## src/hw/rtl/arbr_pkg.sv

```systemverilog
package arbr_pkg;

  localparam int LEN_W    = 7;
  localparam int PERIOD_W = 24;
  localparam int CFG_W    = 16;
  localparam int CIDX_W   = 2;

  typedef enum logic [1:0] {
    KIND_OFFER = 2'd0,
    KIND_PLAY  = 2'd1,
    KIND_START = 2'd2
  } kind_t;

  typedef enum logic [CIDX_W-1:0] {
    CFG_FASTEST = 2'd0,
    CFG_SLOWEST = 2'd1,
    CFG_SILENCE = 2'd2
  } cfg_idx_t;

  localparam logic [15:0]      RESET_FASTEST = 16'd1600;
  localparam logic [15:0]      RESET_SLOWEST = 16'd1900;
  localparam logic [LEN_W-1:0] RESET_SILENCE = 7'd16;
  localparam logic [15:0]      RESET_PERIOD  = 16'd1750;

  typedef struct packed {
    logic [15:0]      fastest;
    logic [15:0]      slowest;
    logic [LEN_W-1:0] silence;
  } cfg_t;

  typedef struct packed {
    logic             accepted;
    logic [2:0]       slot;
    logic             play_silence;
    logic [LEN_W-1:0] play_length;
    logic [15:0]      sample_period;
    logic [2:0]       fill_level;
    logic             purging;
  } res_t;

endpackage

```

## src/hw/rtl/arbr_slot_mem.sv

```systemverilog
module arbr_slot_mem #(
  parameter int DEPTH = 8,
  parameter int AW    = 3
) (
  input  logic                      clk,
  input  logic                      wr_en,
  input  logic [AW-1:0]             wr_addr,
  input  logic [arbr_pkg::LEN_W-1:0] wr_data,
  input  logic [AW-1:0]             rd_addr,
  output logic [arbr_pkg::LEN_W-1:0] rd_data
);
  import arbr_pkg::*;

  logic [LEN_W-1:0] mem [DEPTH];

  always_ff @(posedge clk) begin
    if (wr_en) begin
      mem[wr_addr] <= wr_data;
    end
  end

  // write-first: a slot written this cycle reads back its new length
  always_ff @(posedge clk) begin
    if (wr_en && (wr_addr == rd_addr)) begin
      rd_data <= wr_data;
    end else begin
      rd_data <= mem[rd_addr];
    end
  end

endmodule

```

## src/hw/rtl/arbr_ctrl.sv

```systemverilog
module arbr_ctrl #(
  parameter int SLOT_COUNT         = 8,
  parameter int MAX_BUFFER_SAMPLES = 64,
  parameter int ADJUST_SHIFT       = 4,
  parameter int PW                 = 3
) (
  input  logic                       clk,
  input  logic                       rst,
  input  logic                       step,
  input  logic [1:0]                 kind,
  input  logic [arbr_pkg::LEN_W-1:0] buffer_length,
  input  arbr_pkg::cfg_t             cfg,
  input  logic [arbr_pkg::LEN_W-1:0] rd_data,
  output logic                       wr_en,
  output logic [PW-1:0]              wr_addr,
  output logic [arbr_pkg::LEN_W-1:0] wr_data,
  output logic [PW-1:0]              rd_addr,
  output arbr_pkg::res_t             res
);
  import arbr_pkg::*;

  localparam int XW = PW + 3;
  localparam logic [PW-1:0]       LAST_SLOT   = PW'(SLOT_COUNT - 1);
  localparam logic [PW:0]         SLOTS_W     = (PW+1)'(SLOT_COUNT);
  localparam logic [PW:0]         ROOM_LIMIT  = (PW+1)'(SLOT_COUNT - 2);
  localparam logic [12:0]         MAX_LEN_W   = 13'(MAX_BUFFER_SAMPLES);
  localparam logic [LEN_W-1:0]    MAX_LEN     = LEN_W'(MAX_BUFFER_SAMPLES);
  localparam logic [PERIOD_W-1:0] PERIOD_INIT = PERIOD_W'(RESET_PERIOD) << ADJUST_SHIFT;

  logic [PW-1:0]       read_slot, read_slot_next;
  logic [PW-1:0]       write_slot, write_slot_next;
  logic                purge_flag, purge_flag_next;
  logic [PERIOD_W-1:0] period, period_next;

  logic [PW:0]           diff;
  logic [PW-1:0]         fill;
  logic [PW-1:0]         fill_play;
  logic [PW-1:0]         fill_after;
  logic                  purge_tmp;
  logic [PW-1:0]         slot_v;
  logic [PERIOD_W-1:0]   fast_lim, slow_lim, dec;
  logic [PERIOD_W:0]     inc;
  logic [PERIOD_W-1:0]   sp_full;
  logic [XW-1:0]         slot_x, fill_x;
  logic [12:0]           blen_w;
  logic                  do_play, is_start;

  always_comb begin
    diff = {1'b0, write_slot} - {1'b0, read_slot};
    if (write_slot >= read_slot) begin
      fill = diff[PW-1:0];
    end else begin
      fill = PW'(diff + SLOTS_W);
    end
  end

  assign fast_lim = PERIOD_W'(cfg.fastest) << ADJUST_SHIFT;
  assign slow_lim = PERIOD_W'(cfg.slowest) << ADJUST_SHIFT;
  assign dec      = (period != '0) ? period - 1'b1 : '0;
  assign inc      = {1'b0, period} + 1'b1;
  assign blen_w   = 13'(buffer_length);

  always_comb begin
    read_slot_next  = read_slot;
    write_slot_next = write_slot;
    purge_flag_next = purge_flag;
    period_next     = period;
    wr_en           = 1'b0;
    wr_data         = (blen_w > MAX_LEN_W) ? MAX_LEN : buffer_length;
    res             = '0;
    slot_v          = '0;
    fill_after      = fill;
    fill_play       = fill;
    purge_tmp       = purge_flag;
    do_play         = 1'b0;
    is_start        = 1'b0;

    case (kind)
      KIND_OFFER: begin
        if (purge_flag && ((PW+1)'(fill) < (PW+1)'(2))) begin
          purge_tmp = 1'b0;
        end
        if (!purge_tmp && ((PW+1)'(fill) < ROOM_LIMIT)) begin
          wr_en           = step;
          slot_v          = write_slot;
          write_slot_next = (write_slot == LAST_SLOT) ? '0 : write_slot + 1'b1;
          fill_after      = fill + 1'b1;
          res.accepted    = 1'b1;
          purge_flag_next = purge_tmp;
        end else begin
          purge_flag_next = 1'b1;
        end
      end
      KIND_PLAY: begin
        do_play = 1'b1;
      end
      KIND_START: begin
        do_play  = 1'b1;
        is_start = 1'b1;
      end
      default: begin
      end
    endcase

    if (do_play) begin
      if (is_start) begin
        fill_play       = '0;
        read_slot_next  = '0;
        write_slot_next = '0;
        purge_flag_next = 1'b0;
      end
      if (fill_play != '0) begin
        slot_v          = read_slot;
        res.play_length = rd_data;
        read_slot_next  = (read_slot == LAST_SLOT) ? '0 : read_slot + 1'b1;
        fill_after      = fill_play - 1'b1;
      end else begin
        res.play_silence = 1'b1;
        res.play_length  = cfg.silence;
        fill_after       = '0;
      end
      if ((PW+1)'(fill_after) > (PW+1)'(1)) begin
        period_next = (dec > fast_lim) ? dec : fast_lim;
      end else if (fill_after == '0) begin
        period_next = (inc < {1'b0, slow_lim}) ? inc[PERIOD_W-1:0] : slow_lim;
      end
    end

    sp_full           = period_next >> ADJUST_SHIFT;
    slot_x            = XW'(slot_v);
    fill_x            = XW'(fill_after);
    res.slot          = slot_x[2:0];
    res.fill_level    = fill_x[2:0];
    res.sample_period = sp_full[15:0];
    res.purging       = purge_flag_next;
  end

  assign wr_addr = write_slot;
  assign rd_addr = step ? read_slot_next : read_slot;

  always_ff @(posedge clk) begin
    if (rst) begin
      read_slot  <= '0;
      write_slot <= '0;
      purge_flag <= 1'b0;
      period     <= PERIOD_INIT;
    end else if (step) begin
      read_slot  <= read_slot_next;
      write_slot <= write_slot_next;
      purge_flag <= purge_flag_next;
      period     <= period_next;
    end
  end

endmodule

```

## src/hw/rtl/adaptive_rate_buffer_ring_top.sv

```systemverilog
// Each input beat goes through the input register and then the result register.
// Throughput: one item per cycle unless out_ready stalls; the slot-length memory is read
// at the next read pointer each cycle, with write-first forwarding, so plays never wait on it.
// Reset (rst, synchronous): pointers and purge flag cleared, period set to 1750
// shifted by ADJUST_SHIFT, registers to 1600/1900/16; slot lengths are not cleared.
module adaptive_rate_buffer_ring_top #(
  parameter int SLOT_COUNT         = 8,
  parameter int MAX_BUFFER_SAMPLES = 64,
  parameter int ADJUST_SHIFT       = 4
) (
  input  logic                        clk,
  input  logic                        rst,
  input  logic                        in_valid,
  output logic                        in_ready,
  input  logic [1:0]                  kind,
  input  logic [arbr_pkg::LEN_W-1:0]  buffer_length,
  output logic                        out_valid,
  input  logic                        out_ready,
  output logic                        accepted,
  output logic [2:0]                  slot,
  output logic                        play_silence,
  output logic [arbr_pkg::LEN_W-1:0]  play_length,
  output logic [15:0]                 sample_period,
  output logic [2:0]                  fill_level,
  output logic                        purging,
  input  logic                        cfg_valid,
  output logic                        cfg_ready,
  input  logic [arbr_pkg::CIDX_W-1:0] cfg_index,
  input  logic [arbr_pkg::CFG_W-1:0]  cfg_data
);
  import arbr_pkg::*;

  localparam int PW = $clog2(SLOT_COUNT);

  cfg_t             cfg;
  logic             in_full;
  logic [1:0]       in_kind;
  logic [LEN_W-1:0] in_blen;
  logic             advance;
  res_t             res, res_q;

  logic             wr_en;
  logic [PW-1:0]    wr_addr, rd_addr;
  logic [LEN_W-1:0] wr_data, rd_data;

  assign cfg_ready = 1'b1;

  always_ff @(posedge clk) begin
    if (rst) begin
      cfg.fastest <= RESET_FASTEST;
      cfg.slowest <= RESET_SLOWEST;
      cfg.silence <= RESET_SILENCE;
    end else if (cfg_valid) begin
      case (cfg_index)
        CFG_FASTEST: cfg.fastest <= cfg_data;
        CFG_SLOWEST: cfg.slowest <= cfg_data;
        CFG_SILENCE: cfg.silence <= cfg_data[LEN_W-1:0];
        default: begin
        end
      endcase
    end
  end

  assign advance  = in_full && (!out_valid || out_ready);
  assign in_ready = !in_full || advance;

  always_ff @(posedge clk) begin
    if (rst) begin
      in_full <= 1'b0;
    end else if (in_valid && in_ready) begin
      in_full <= 1'b1;
    end else if (advance) begin
      in_full <= 1'b0;
    end
  end

  always_ff @(posedge clk) begin
    if (in_valid && in_ready) begin
      in_kind <= kind;
      in_blen <= buffer_length;
    end
  end

  always_ff @(posedge clk) begin
    if (rst) begin
      out_valid <= 1'b0;
    end else if (advance) begin
      out_valid <= 1'b1;
    end else if (out_ready) begin
      out_valid <= 1'b0;
    end
  end

  always_ff @(posedge clk) begin
    if (advance) begin
      res_q <= res;
    end
  end

  arbr_ctrl #(
    .SLOT_COUNT         (SLOT_COUNT),
    .MAX_BUFFER_SAMPLES (MAX_BUFFER_SAMPLES),
    .ADJUST_SHIFT       (ADJUST_SHIFT),
    .PW                 (PW)
  ) u_ctrl (
    .clk           (clk),
    .rst           (rst),
    .step          (advance),
    .kind          (in_kind),
    .buffer_length (in_blen),
    .cfg           (cfg),
    .rd_data       (rd_data),
    .wr_en         (wr_en),
    .wr_addr       (wr_addr),
    .wr_data       (wr_data),
    .rd_addr       (rd_addr),
    .res           (res)
  );

  arbr_slot_mem #(
    .DEPTH (SLOT_COUNT),
    .AW    (PW)
  ) u_mem (
    .clk     (clk),
    .wr_en   (wr_en),
    .wr_addr (wr_addr),
    .wr_data (wr_data),
    .rd_addr (rd_addr),
    .rd_data (rd_data)
  );

  assign accepted      = res_q.accepted;
  assign slot          = res_q.slot;
  assign play_silence  = res_q.play_silence;
  assign play_length   = res_q.play_length;
  assign sample_period = res_q.sample_period;
  assign fill_level    = res_q.fill_level;
  assign purging       = res_q.purging;

`ifndef SYNTHESIS
  a_silence_empty: assert property (@(posedge clk) disable iff (rst)
    out_valid && play_silence |-> !accepted && (fill_level == 3'd0))
    else $error("silence beat with nonzero fill or accept");

  a_accept_no_purge: assert property (@(posedge clk) disable iff (rst)
    out_valid && accepted |-> !purging && !play_silence)
    else $error("accepted beat while purging");

  a_stall_only_full: assert property (@(posedge clk) disable iff (rst)
    !in_ready |-> in_full && out_valid && !out_ready)
    else $error("input stalled without backpressure");

  a_result_follows: assert property (@(posedge clk) disable iff (rst)
    advance |=> out_valid)
    else $error("processed item produced no result");
`endif

endmodule

```

## config.mk

```make
export PLATFORM = sky130hd
export DESIGN_NAME = adaptive_rate_buffer_ring_top
export DESIGN_NICKNAME = d
export VERILOG_FILES = /design/src/hw/rtl/arbr_pkg.sv /design/src/hw/rtl/arbr_slot_mem.sv /design/src/hw/rtl/arbr_ctrl.sv /design/src/hw/rtl/adaptive_rate_buffer_ring_top.sv
export SDC_FILE = /design/constraint.sdc
export NUM_CORES = 1
export LEC_CHECK = 0
export BUFFER_PORTS_ARGS = -buffer_cell sky130_fd_sc_hd__buf_2
export CORE_AREA = 5 5 145 147
export CTS_CLUSTER_SIZE = 16
export DETAILED_ROUTE_END_ITERATION = 10
export DIE_AREA = 0 0 150 152
export PLACE_DENSITY = 0.71
export SYNTH_ARGS = -nofsm -noshare
export SYNTH_HDL_FRONTEND = slang
export SYNTH_HIERARCHICAL = 1
export SYNTH_SLANG_ARGS = --single-unit
```

## constraint.sdc

```tcl
create_clock -name clk -period 7.8 [get_ports clk]
set_clock_uncertainty 0.2 [all_clocks]
set_input_delay 0.78 -clock clk [delete_from_list [all_inputs] [get_ports clk]]
set_output_delay 0.78 -clock clk [all_outputs]
set_load 0.1 [all_outputs]
```

* Word-level counts from Yosys, hierarchy flattened
Memory sizes are Yosys's and may differ from the RTL's. A register that Yosys moved wholly into a read port is not among the register bits. Cells that the tools add are included.
Operators by class: add/subtract/negate cells 8, muxes and demuxes 48, magnitude comparators 7, reduce and logical (&&, ||, !) cells 22, eq/ne operators 6
Operators with widths (number):
- $mux W24 | 5
- $mux W3 | 22
- $add A24 B1 Y25 const B | 1
- $lt A25 B20 Y1 | 1
- $gt A24 B20 Y1 | 1
- $reduce_bool A24 Y1 | 1
- $sub A24 B1 Y24 const B | 1
- $mux W20 | 1
- $mux W1 | 18
- $mux W7 | 2
- $add A3 B1 Y3 const B | 4
- $gt A7 B7 Y1 const B | 1
- $eq A3 B3 Y1 const B | 2
- $reduce_and A2 Y1 | 3
- $reduce_bool A2 Y1 | 3
- $eq A2 B1 Y1 const B | 2
- $eq A2 B2 Y1 const B | 2
- $logic_and A1 B1 Y1 | 4
- $logic_not A2 Y1 | 2
- $ge A3 B3 Y1 | 1
- $gt A3 B1 Y1 const B | 1
- $logic_not A1 Y1 | 3
- $logic_not A3 Y1 | 1
- $lt A3 B2 Y1 const B | 1
- 7 further kinds | 8
Word-level totals: bits of input ports 32, logic and storage cells 111, memories 1, output and inout port bits 35, register bits after elaboration 113, memory bits (writable) 56
Memories:
- u_mem.mem | depth 8, bits a word 7, read ports 1, clocked after Yosys merged registers in 1, write ports 1, RTL line arbr_slot_mem.sv:14 | logic [LEN_W-1:0] mem [DEPTH];

* Depth between registers and ports, before layout
Gate-level depths: netlist (run 1).
depth after elaboration 13, mapped depth 19, depth with buffers taken out 17

* Modules after synthesis
Netlist (run 1), hierarchy kept.
Modules (own cells, without submodules):
- arbr_ctrl | times used 1, cells each 610, sequential area each 620.6 um2, area an instance 4336.7 um2
- adaptive_rate_buffer_ring_top | times used 1, cells each 210, sequential area each 2052.0 um2, area an instance 2961.6 um2
- arbr_slot_mem | times used 1, cells each 97, sequential area each 1741.7 um2, area an instance 2285.9 um2

* Worst setup path after synthesis (run 1)
Ideal clock, no wire load.
path type reg-to-reg, start point register u_ctrl.period[9], end point register res_q (netlist bit sample_period[5]) (data pin), buffers on the path 3, setup time 0.263 ns, clock period less this slack 4.700 ns, required time 7.337 ns, path slack 3.100 ns, cell stages (with the launch flop) 16, arrival 4.236 ns, path through dfxtp_1 > buf_2 > or4_4 > or4_1 > buf_2 > nor4_4 > clkbuf_1 > a21oi_1 > ha_1 > nand4_1 > nor4_1 > o211ai_1 > a22oi_2 > mux2_1 > a211oi_1 > nor2_1
RTL lines:
- start: declaration | RTL line arbr_ctrl.sv:33 | logic [PERIOD_W-1:0] period, period_next;
- start signal: assignment | RTL line arbr_ctrl.sv:151 | period <= period_next;
- end signal: assignment | RTL line adaptive_rate_buffer_ring_top.sv:96 | res_q <= res;
- end: declaration | RTL line adaptive_rate_buffer_ring_top.sv:40 | res_t res, res_q;

==> results.yml, run 1 <==
sta:
  worstMarginPinSlew_ns: 1.206
  hold_viol: 0
  min_period_ns: 5.998
  rsz0062_at_grt: "false"
  setup_violations: 0
  timing.fmax_mhz: 166.7
  slew_headroom: 0.1963
  fin_setup_tns_ns: 0
  final.period_utilization: 0.7689
  final-max-slew-violation-count: 0
  hold_slack_ns: 0.2678
placed_design:
  gp_congestion: 0.9303
  place_area_mm2: 0.01002
  hpwlAfterDp_um: 17230
  port_buffers: 65
global_routing:
  grt-ovfl-total: 0
  grt_max_degree: 95
  grt_pass1_vias: 6862
  grt_use_total: 0.2134
  grt_first_pass_wirelength_um: 38210
  antenna_found_initial: 0
yosys:
  ys.flop_type: "edfxtp_1"
  syn_area_mm2: 0.009584
  syn_area_per_cell_um2: 10.45
  synth_top_cell_by_area: "edfxtp_1"
  synth_seq_cells: 172
  ys_types: 75
  netlist_instances: 917
  ys_warn_count: 6
  yosysTopAreaCellShare: 0.3039
  synthesis.nets: 992
  synth_area_leaders: "edfxtp_1 30%, dfxtp_1 16%, mux2i_1 7.1%"
  synthTopCellsByCount: "99 x nor2_1, 97 x edfxtp_1, 75 x dfxtp_1, 68 x mux2i_1"
  synth.most_common_cell: "nor2_1"
  synth_edf_count: 97
  async_flop_share: 0
  ys_seq_area_frac: 0.4606
cts:
  clkLatencyLatePin_ns: 0.44
  cts_sinks: 172
  ctsResizeCount: 0
  clk_path_buf_depth: 2
  cts_tree: "done"
  clk_pin_slew_ns: 0.08
  root_buffer: "clkbuf_16"
  ctsHtreeMaxLevel: 4
  postCtsSetupRepairBufs: 0
  holdBufCountCts: 0
  cts_buffers: 17
worst_setup_path:
  path_buf_inv: 0
  crit_path_top_delay_cell: "nor4_4"
  crit_fanout: 19
  critPathKind: "reg2reg"
  cp-start-kind: "flop"
  path_cells: "or4_4, or4_1, nor4_4, a21oi_1, ha_1, nand4_1, nor4_1, o211ai_1, a22oi_2, mux2_1, a211oi_1, nor2_1"
  crit_family: "simple AND/OR/NAND/NOR gates"
  rrSetupSlack_ns: 1.80
  arrival_ns: 5.97
  cpPeakStageDelay_ns: 0.90
  reg2reg_depth: 12
  required_ns: 7.78
  cp.depth: 12
  end_kind: "flop"
floorplanning:
  std_cell_rows: 52
  fp.dieArea_mm2: 0.02280
  die_h_um: 152
  num_io_pins: 67
  start_util: 0.4846
  core_area_mm2: 0.01978
  die_w_um: 150
power:
  swShare: 0.3167
  ir_drop_uv: 151.0
  pwr-share-comb: 0.158
  power_switching_w: 0.0007203
  clkPwrFrac: 0.395
  p_seq_frac: 0.448
  power_density_mw_per_mm2: 213.5
  internal_power_w: 0.001554
  leakagePower_nw: 4.003
detailed_routing:
  drt_iter0_drc: 632
  drtPass1Iterations: 5
  detail-route-antenna-nets: 0
  vias_per_cell: 5.769
  drc: 0
  vias: 7096
  wl_per_cell_um: 19.62
  routed_wl_um: 24130
min_path:
  holdPathStages: 2
  worstHoldPathType: "reg2reg"
final_layout:
  num_antenna_cells: 0
  nets: 1022
  utilization: 0.5386
  stdcell_area_mm2: 0.01065
  area_growth_pct: 11.15
  fillers: 1741
  final_layout_size_suffix_gt1_frac: 0.1333
flow_run:
  drv_cap: 0
outcome:
  outcome: "completed"
==> cell type report <==
cell class,instances,area [um^2],area share
clock buffers,17,425.4,0.03993
well taps,270,337.8,0.03171
flip-flops and latches,172,4414,0.4144
multi-input cells,630,4668,0.4382
clock inverters,15,211.5,0.01985
inverters,50,187.7,0.01762
repair buffers,76,407.9,0.03829
==> worst paths after layout <==
path	end	start
max	sample_period[5]	u_ctrl/period[8]
min	out_valid	in_full
max reg2reg	sample_period[5]	u_ctrl/period[8]
min reg2reg	out_valid	in_full
==> logic make-up after synthesis <==
| family | after synthesis | synth area share |
|---|---|---|
| compound gates | 145 | 0.1057 |
| xor+xnor | 37 | 0.03381 |
| fa+ha+maj | 43 | 0.05692 |
| buf+inv | 115 | 0.05287 |
| flops | 172 | 0.4606 |
| mux | 94 | 0.1235 |
| other cells | 1 | 0.0003913 |
| simple gates | 310 | 0.1662 |
==> worst min-delay path: cells and delay by family, from the launching register on <==
kind,cells,cell delay [ns]
buffers and inverters,1,0.05
AOI/OAI and AO/OA,1,0.05
DFF,1,0.32
==> stage by stage <==
stage	total power [W]	setup slack, ns	cells
after floorplan	0.001309	3.100	917
after detailed placement	0.001394	1.882	1198
after CTS	0.002285	1.855	1230
final	0.002275	1.803	1230
after global routing	0.002358	1.439	1230
after global placement	0.001393	1.973	1198
==> per-layer routing <==
layer,wire [um],part of all wire,global-route usage,up-vias
li1,-,-,-,3395
met3,1914,0.079,0.04528,38
met5,0,0,0,-
met1,11010,0.46,0.3119,3370
met2,10640,0.44,0.3208,293
met4,571,0.024,0.06144,0
==> placed cells by master (no fill, tap or decap), types with 10 or more instances in the layout <==
master      n
mux4_1     14
edfxtp_1   97
a211oi_1   10
xor2_1     10
nor2_1     99
nand4_1    14
xnor2_1    27
buf_4      11
a21oi_1    30
inv_1      49
nand2_1    53
nand3_1    14
o21ai_0    23
dfxtp_1    75
nor3_1     17
buf_2      65
nand2b_1   53
mux2i_1    68
clkbuf_16  17
ha_1       42
==> registers in the layout (all words and copies together) (netlist names), 7 cells and up, named ones only <==
name,cells
in_blen,7
u_ctrl/period,24
cfg,39
u_mem/mem,56
sample_period,16
play_length,7
==> power by group through the flow <==
stage / registers, W / clock network [W] / logic (W)
6_report: 0.00102 / 0.000897 / 0.000359
5_1_grt: 0.00102 / 0.000950 / 0.000386
4_1_cts: 0.00102 / 0.000911 / 0.000356
3_5_place_dp: 0.00104 / 0 / 0.000354
3_3_place_gp: 0.00104 / 0 / 0.000354
2_1_floorplan: 0.00109 / 0 / 0.000218
Note: power is estimated with default switching activity, not from simulation.
==> run 2, diff against run 1 <==
Clock period 7.8 ns to 5.6 ns, I/O delays scaled along.
==> results.yml, run 2 (same netlist as run 1, synthesis figures left out) <==
floorplanning:
  die_w_um: 150
  std_cell_rows: 52
  start_util: 0.4846
  num_io_pins: 67
  core_area_mm2: 0.01978
  fp.dieArea_mm2: 0.02280
  die_h_um: 152
power:
  p_seq_frac: 0.444
  power_density_mw_per_mm2: 297.0
  clkPwrFrac: 0.393
  finalPower_w: 0.003197
  internal_power_w: 0.002181
  swShare: 0.3180
  leakagePower_nw: 4.069
  ir_drop_uv: 236.0
  power_switching_w: 0.001017
  pwr-share-comb: 0.163
final_layout:
  ff_latch_area_mm2: 0.004414
  regMostFlops: "u_mem/mem"
  layout.cells.most_common: "nor2_1"
  fillers: 1724
  final_cell_mix: "99 x nor2_1, 97 x edfxtp_1, 75 x dfxtp_1"
  stdcell_area_mm2: 0.01076
  final_layout_size_suffix_gt1_frac: 0.1440
  fin_cells: 1242
  largestRegisters: "u_mem/mem x56, cfg x39, u_ctrl/period x24"
  nets: 1034
  largest_reg_flops: 56
  num_antenna_cells: 0
  multi_input_area_mm2: 0.004669
  area_growth_pct: 12.31
worst_setup_path:
  reg2reg_depth: 14
  crit_fanout: 19
  worstReg2RegStart: "u_ctrl/period[8]"
  reg2reg_to: "sample_period[11]"
  end_kind: "flop"
  cp-start-kind: "flop"
  required_ns: 5.57
  arrival_ns: 5.06
  rrSetupSlack_ns: 0.50
  critPathKind: "reg2reg"
detailed_routing:
  routed_wl_um: 24410
  drc: 0
  wl_per_cell_um: 19.65
  drtPass1Iterations: 5
  vias_per_cell: 5.910
  vias: 7340
  detail-route-antenna-nets: 0
  drt_iter0_drc: 837
sta:
  slew_headroom: 0.4090
  hold_viol: 0
  setup_violations: 0
  final.period_utilization: 0.9102
  fin_setup_tns_ns: 0
  worstMarginPinSlew_ns: 0.8865
  final-max-slew-violation-count: 0
  timing.fmax_mhz: 196.2
  rsz0062_at_grt: "false"
  min_period_ns: 5.097
min_path:
  worstHoldPathType: "in2reg"
  min_from: "buffer_length[2]"
  holdPathStages: 1
  min_to: "in_blen[2]"
outcome:
  outcome: "completed"
cts:
  ctsHtreeMaxLevel: 4
  ctsResizeCount: 0
  clk_path_buf_depth: 2
  cts_tree: "done"
  cts_sinks: 172
  cts_buffers: 17
  clk_pin_slew_ns: 0.08
  holdBufCountCts: 0
  root_buffer: "clkbuf_16"
  postCtsSetupRepairBufs: 0
  clkLatencyLatePin_ns: 0.44
global_routing:
  grt_most_used_layer: "met2"
  grt_max_degree: 57
  antenna_found_initial: 0
  grt-ovfl-total: 0
  grt_use_total: 0.2138
  met2_usage: 0.3157
  grt_first_pass_wirelength_um: 37740
  use_met3: 0.04438
  grt_pass1_vias: 6737
  grtUsageMet1: 0.3076
placed_design:
  port_buffers: 65
  hpwlAfterDp_um: 17530
  place_inst: 1210
  place_area_mm2: 0.01011
  gp_congestion: 0.9754
flow_run:
  drv_cap: 0
[run 2: cell types whose count changed in the layout (fill, tap and decap cells not counted), sizes merged]
cell    change
buf        +12
clkinv      +4
inv         -4
[run 2: power groups by stage]
stage               logic [W]  registers, W  clock network, W
floorplan            0.000303       0.00152                 0
global placement     0.000503       0.00145                 0
detailed placement   0.000509       0.00145                 0
CTS                  0.000512       0.00142           0.00127
global route         0.000557       0.00142           0.00133
finish               0.000520       0.00142           0.00126
[run 2: final cells by class]
cell class	instances	share of cell area
Inverter	50	0.01744
Multi-Input combinational cell	630	0.4338
Tap cell	270	0.03138
Clock buffer	17	0.03952
Clock inverter	15	0.02150
Timing Repair Buffer	88	0.04626
Sequential cell	172	0.4101
[run 2: how the worst max path moves through the flow]
stage / start / endpoint / slack [ns] / cells after the start
after floorplan: u_ctrl/period[9] / sample_period[5] / 0.90 / 15
after global placement: u_ctrl/period[8] / sample_period[11] / 0.69 / 14
after detailed placement: u_ctrl/period[8] / sample_period[11] / 0.60 / 14
after CTS: u_ctrl/period[8] / sample_period[11] / 0.57 / 14
after global routing: u_ctrl/period[8] / sample_period[11] / 0.20 / 14
final: u_ctrl/period[8] / sample_period[11] / 0.50 / 14
[run 2: worst max-delay path, stage by stage, from the launching register on]
cell and delay [ns]:
dfxtp_1 0.42, or4_4 0.61, or4_1 0.65, nor4_4 0.31, buf_4 0.29, a21oi_1 0.11, ha_1 0.35, nand4_1 0.13
nor4_1 0.36, o211ai_1 0.16, a22oi_2 0.40, buf_4 0.30, mux2_1 0.34, nand2_1 0.10, a32oi_1 0.10
[run 2: stage by stage]
step           setup WS (ns)  hold WS [ns]    util
2_1_floorplan         0.9002        0.2342       -
3_3_place_gp          0.6898        0.2528  0.5110
3_5_place_dp          0.6020        0.2578  0.5110
4_1_cts               0.5711       0.07138  0.5442
5_1_grt               0.1997       0.06483  0.5442
6_report              0.5028       0.08519  0.5442
[run 2: layer usage]
layer / wire length, um / vias up
met3: 1978 / 70
li1: - / 3426
met5: 0 / -
met1: 10960 / 3486
met2: 10540 / 358
met4: 931 / 0
